<file path="src/hw/rtl/feedback_delay_line_top_assert.svh">
// -----------------------------------------------------------------------------
// feedback_delay_line_top_assert.svh
// Assertion macros shared by the feedback delay line RTL. Both sample on the
// rising edge of clock and are switched off while reset is high.
// -----------------------------------------------------------------------------
`ifndef FEEDBACK_DELAY_LINE_TOP_ASSERT_SVH
`define FEEDBACK_DELAY_LINE_TOP_ASSERT_SVH

// The consequent must hold in the same cycle as the antecedent.
`define FDL_ASSERT_IMPLY(label, ante, cons, msg) \
   label: assert property (@(posedge clock) disable iff (reset) (ante) |-> (cons)) \
      else $error(msg);

// The consequent must hold in the cycle after the antecedent.
`define FDL_ASSERT_NEXT(label, ante, cons, msg) \
   label: assert property (@(posedge clock) disable iff (reset) (ante) |=> (cons)) \
      else $error(msg);

`endif

</file>
<file path="src/hw/rtl/fdl_ram.sv">
// -----------------------------------------------------------------------------
// fdl_ram
// Generic single-clock RAM with one write port and one registered read port.
// A read and a write of the same address in one cycle return the old data.
// -----------------------------------------------------------------------------
`default_nettype none

module fdl_ram #(
   parameter int WIDTH = 8,
   parameter int DEPTH = 16
) (
   input  wire logic                     clock,
   input  wire logic                     wr_en,
   input  wire logic [$clog2(DEPTH)-1:0] wr_addr,
   input  wire logic [WIDTH-1:0]         wr_data,
   input  wire logic                     rd_en,
   input  wire logic [$clog2(DEPTH)-1:0] rd_addr,
   output      logic [WIDTH-1:0]         rd_data
);

   logic [WIDTH-1:0] mem_ff [DEPTH];

   always_ff @(posedge clock) begin
      if (wr_en) begin
         mem_ff[wr_addr] <= wr_data;
      end
   end

   always_ff @(posedge clock) begin
      if (rd_en) begin
         rd_data <= mem_ff[rd_addr];
      end
   end

endmodule

`default_nettype wire

</file>
<file path="config.mk">
export PLATFORM = sky130hd
export DESIGN_NAME = fdl_ram
export DESIGN_NICKNAME = d
export VERILOG_FILES = /design/src/hw/rtl/feedback_delay_line_top_assert.svh /design/src/hw/rtl/fdl_ram.sv
export SDC_FILE = /design/constraint.sdc
export NUM_CORES = 1
export LEC_CHECK = 0
export ABC_CLOCK_PERIOD_IN_PS = 2500
export BUFFER_PORTS_ARGS = -buffer_cell sky130_fd_sc_hd__buf_2
export CELL_PAD_IN_SITES_DETAIL_PLACEMENT = 0
export CELL_PAD_IN_SITES_GLOBAL_PLACEMENT = 1
export CORE_MARGIN = 2
export CORE_UTILIZATION = 28
export DETAILED_ROUTE_END_ITERATION = 10
export MAX_ROUTING_LAYER = met4
export PLACE_DENSITY = 0.47
export SLEW_MARGIN = 25
export SYNTH_ARGS = -nofsm -noshare
export SYNTH_HDL_FRONTEND = slang
export SYNTH_SLANG_ARGS = --single-unit
</file>
<file path="constraint.sdc">
create_clock -name clock -period 2.5 [get_ports clock]
set_input_delay 0.25 -clock clock [delete_from_list [all_inputs] [get_ports clock]]
set_output_delay 0.25 -clock clock [all_outputs]
set_load 0.01 [all_outputs]
</file>
==> results.toml <==
[status]
outcome = "complete, no violations"

[clocking]
cts_buffers = 17
clk_latency_ns = 0.41
root_buffer = "clkbuf_16"
cts_tree = "yes"
cts_sinks = 136
cts-hold-fix-buffers = 0
postCtsSetupBuffers = 0
ctsResizeCount = 0
cts_buffer_depth = 2
htreeDepth = 4
cts.clk_slew.worst_paths_ns = 0.05

[synth]
synth_area_leaders = "edfxtp_1, mux4_2, mux4_1"
synth-seq-cells = 136
synth_warnings = 0
syn_nets = 248
yosysSeqAreaShare_pct = 78.1
synthDominantCellAreaShare_pct = 78.1
syn_area_per_cell_sq_um = 22.8
netlist_area_sq_mm = 0.00523
synth_cells = 229
synth_top_cell_by_area = "edfxtp_1"
synth.distinct_cells = 18

[global_route]
grt_max_degree = 33
antenna_found_initial = 0
grt_usage_pct = 13.1
overflow = 0
grt_pass1_vias = 2664
grt_pass1_wl_um = 17400

[floorplanning]
die_area_sq_mm = 0.0198
die_x_um = 141
num_rows = 49
ios = 27
core_area_sq_mm = 0.0181
die_h_um = 141
initial_core_util_pct = 28.8

[placed_design]
numPortBuffers = 26
dp_hpwl_um = 7640
place.gp.congestion = 0.724
pre_cts_ws_ns = 0.598
placed_area_sq_mm = 0.00574

[final_layout]
final_common_cell = "edfxtp_1"
nets = 306
layout_common_cells = "edfxtp_1, buf_2, buf_4, mux4_2, clkbuf_16"
syn_to_final_growth_pct = 19.4
drive_above_1_share_pct = 30.1
n_fill_cell = 1713
antenna_cells = 0
fin_area_sq_mm = 0.00624

[timing]
fin_skew_ns = 0.00967
worst_hold_slack_ns = 0.224
min_period_ns = 1.50
tightest_slew_ns = 0.514
drv_slew = 0
setup_viol = 0
rsz0062_at_grt = "false"
max_slew_margin_pct = 65.7
setup_slack_ns = 1.00
clock.fmax_mhz = 668
fin_tns_setup_ns = 0
finalCritPeriodShare_pct = 59.9
hold_violations = 0

[worst_setup_path]
critical_path_arrival_ns = 1.63
crit_start = "mem_ff[8][5]$_DFFE_PP_"
r2r_setup_slack_ns = 1.00
crit_required_ns = 2.63
crit_type = "register to register"
critical_path.max_fanout = 1
r2r_start = "mem_ff[8][5]$_DFFE_PP_"
r2r-end = "rd_data[5]$_DFFE_PP_"
endpoint_kind = "register"
r2r_cells = 3
cp-start-kind = "register"

[routing]
drc_errors = 0
wirelength_um = 11800
drt-vias-per-instance = 4.76
drtIter0Drc = 176
antenna_left = 0
detail_route.wl_per_cell_um = 22.5
via_count = 2501
dr.pass1.iters = 7

[pwr]
p_leak_nw = 2.08
power_density_mw_per_mm2 = 797
peakVddDrop_mv = 0.457
finalPower_mw = 4.97

[min_path]
holdPathStages = 1
hold_class = "input pin to register"
min_to = "mem_ff[13][2]$_DFFE_PP_"
min_from = "wr_data[2]"

[run]
max-cap-violations = 0
-- worst max-delay path by stage --
| stage | to | cells after the start | slack, ns |
|---|---|---|---|
| 2_1_floorplan | mem_ff[0][0]$_DFFE_PP_ | 2 | 0.76 |
| 3_3_place_gp | rd_data[5]$_DFFE_PP_ | 5 | 0.59 |
| 3_5_place_dp | rd_data[7]$_DFFE_PP_ | 5 | 0.60 |
| 4_1_cts | rd_data[5]$_DFFE_PP_ | 3 | 0.99 |
| 5_1_grt | rd_data[5]$_DFFE_PP_ | 3 | 0.92 |
| 6_report | rd_data[5]$_DFFE_PP_ | 3 | 1.00 |
-- cell type report --
class	instances	area (sq um)	share of cell area, %
tap	229	287	4.59
clock buffer	20	437	7.00
clock inverter	8	60.1	0.963
multi-input combinational	83	1060	16.9
timing repair buffer	49	315	5.05
sequential	136	4080	65.5
-- routing by layer --
metal / vias to the layer above / share of wire [%] / global-route usage [%]
li1: 1092 / - / -
met1: 1340 / 47 / 17.2
met2: 58 / 48 / 19.8
met3: 11 / 3.6 / 3.23
met4: 0 / 1.3 / 5.21
met5: - / 0 / -
-- power by group --
group	switching [mW]	leakage, nW	total, mW	internal (mW)
clock network	0.825	0.245	2.15	1.32
logic	0.144	0.600	0.245	0.101
registers	0.0129	1.24	2.58	2.57
total	0.982	2.08	4.97	3.99
-- worst max-delay path: stages, from the launching register on --
cell and delay [ns]:
edfxtp_1 0.36, mux4_1 0.51, a22oi_1 0.21, nand2_1 0.14
-- Yosys cell counts, drive strengths merged --
cell type,n
nand2b,2
edfxtp,136
nand2,9
nand3,1
and2,1
nor2,13
buf,7
mux4,32
nor3,4
clkdlybuf4s25,3
a22oi,16
nand3b,2
and2b,1
or3b,1
nor2b,1
-- through the flow --
stage | utilization [%] | std cells
5_1_grt | 34.4 | 525
3_3_place_gp | 31.6 | 497
4_1_cts | 34.4 | 525
3_5_place_dp | 31.6 | 497
2_1_floorplan | - | 229
6_report | 34.4 | 525
-- cell families (layout without fill, tap and decap cells) --
family,after synthesis,count (layout),synth area share [%]
flip-flops,136,136,78.1
AND/OR/NAND/NOR,35,35,3.14
multiplexers,32,32,14.8
AO/OA/AOI/OAI,16,16,2.30
buffers and inverters,10,77,1.65
-- state kept, by name (all words and copies together), names as in the netlist --
register / cells
mem_ff: 128
rd_data: 8
(Power assumes the default switching activity.)
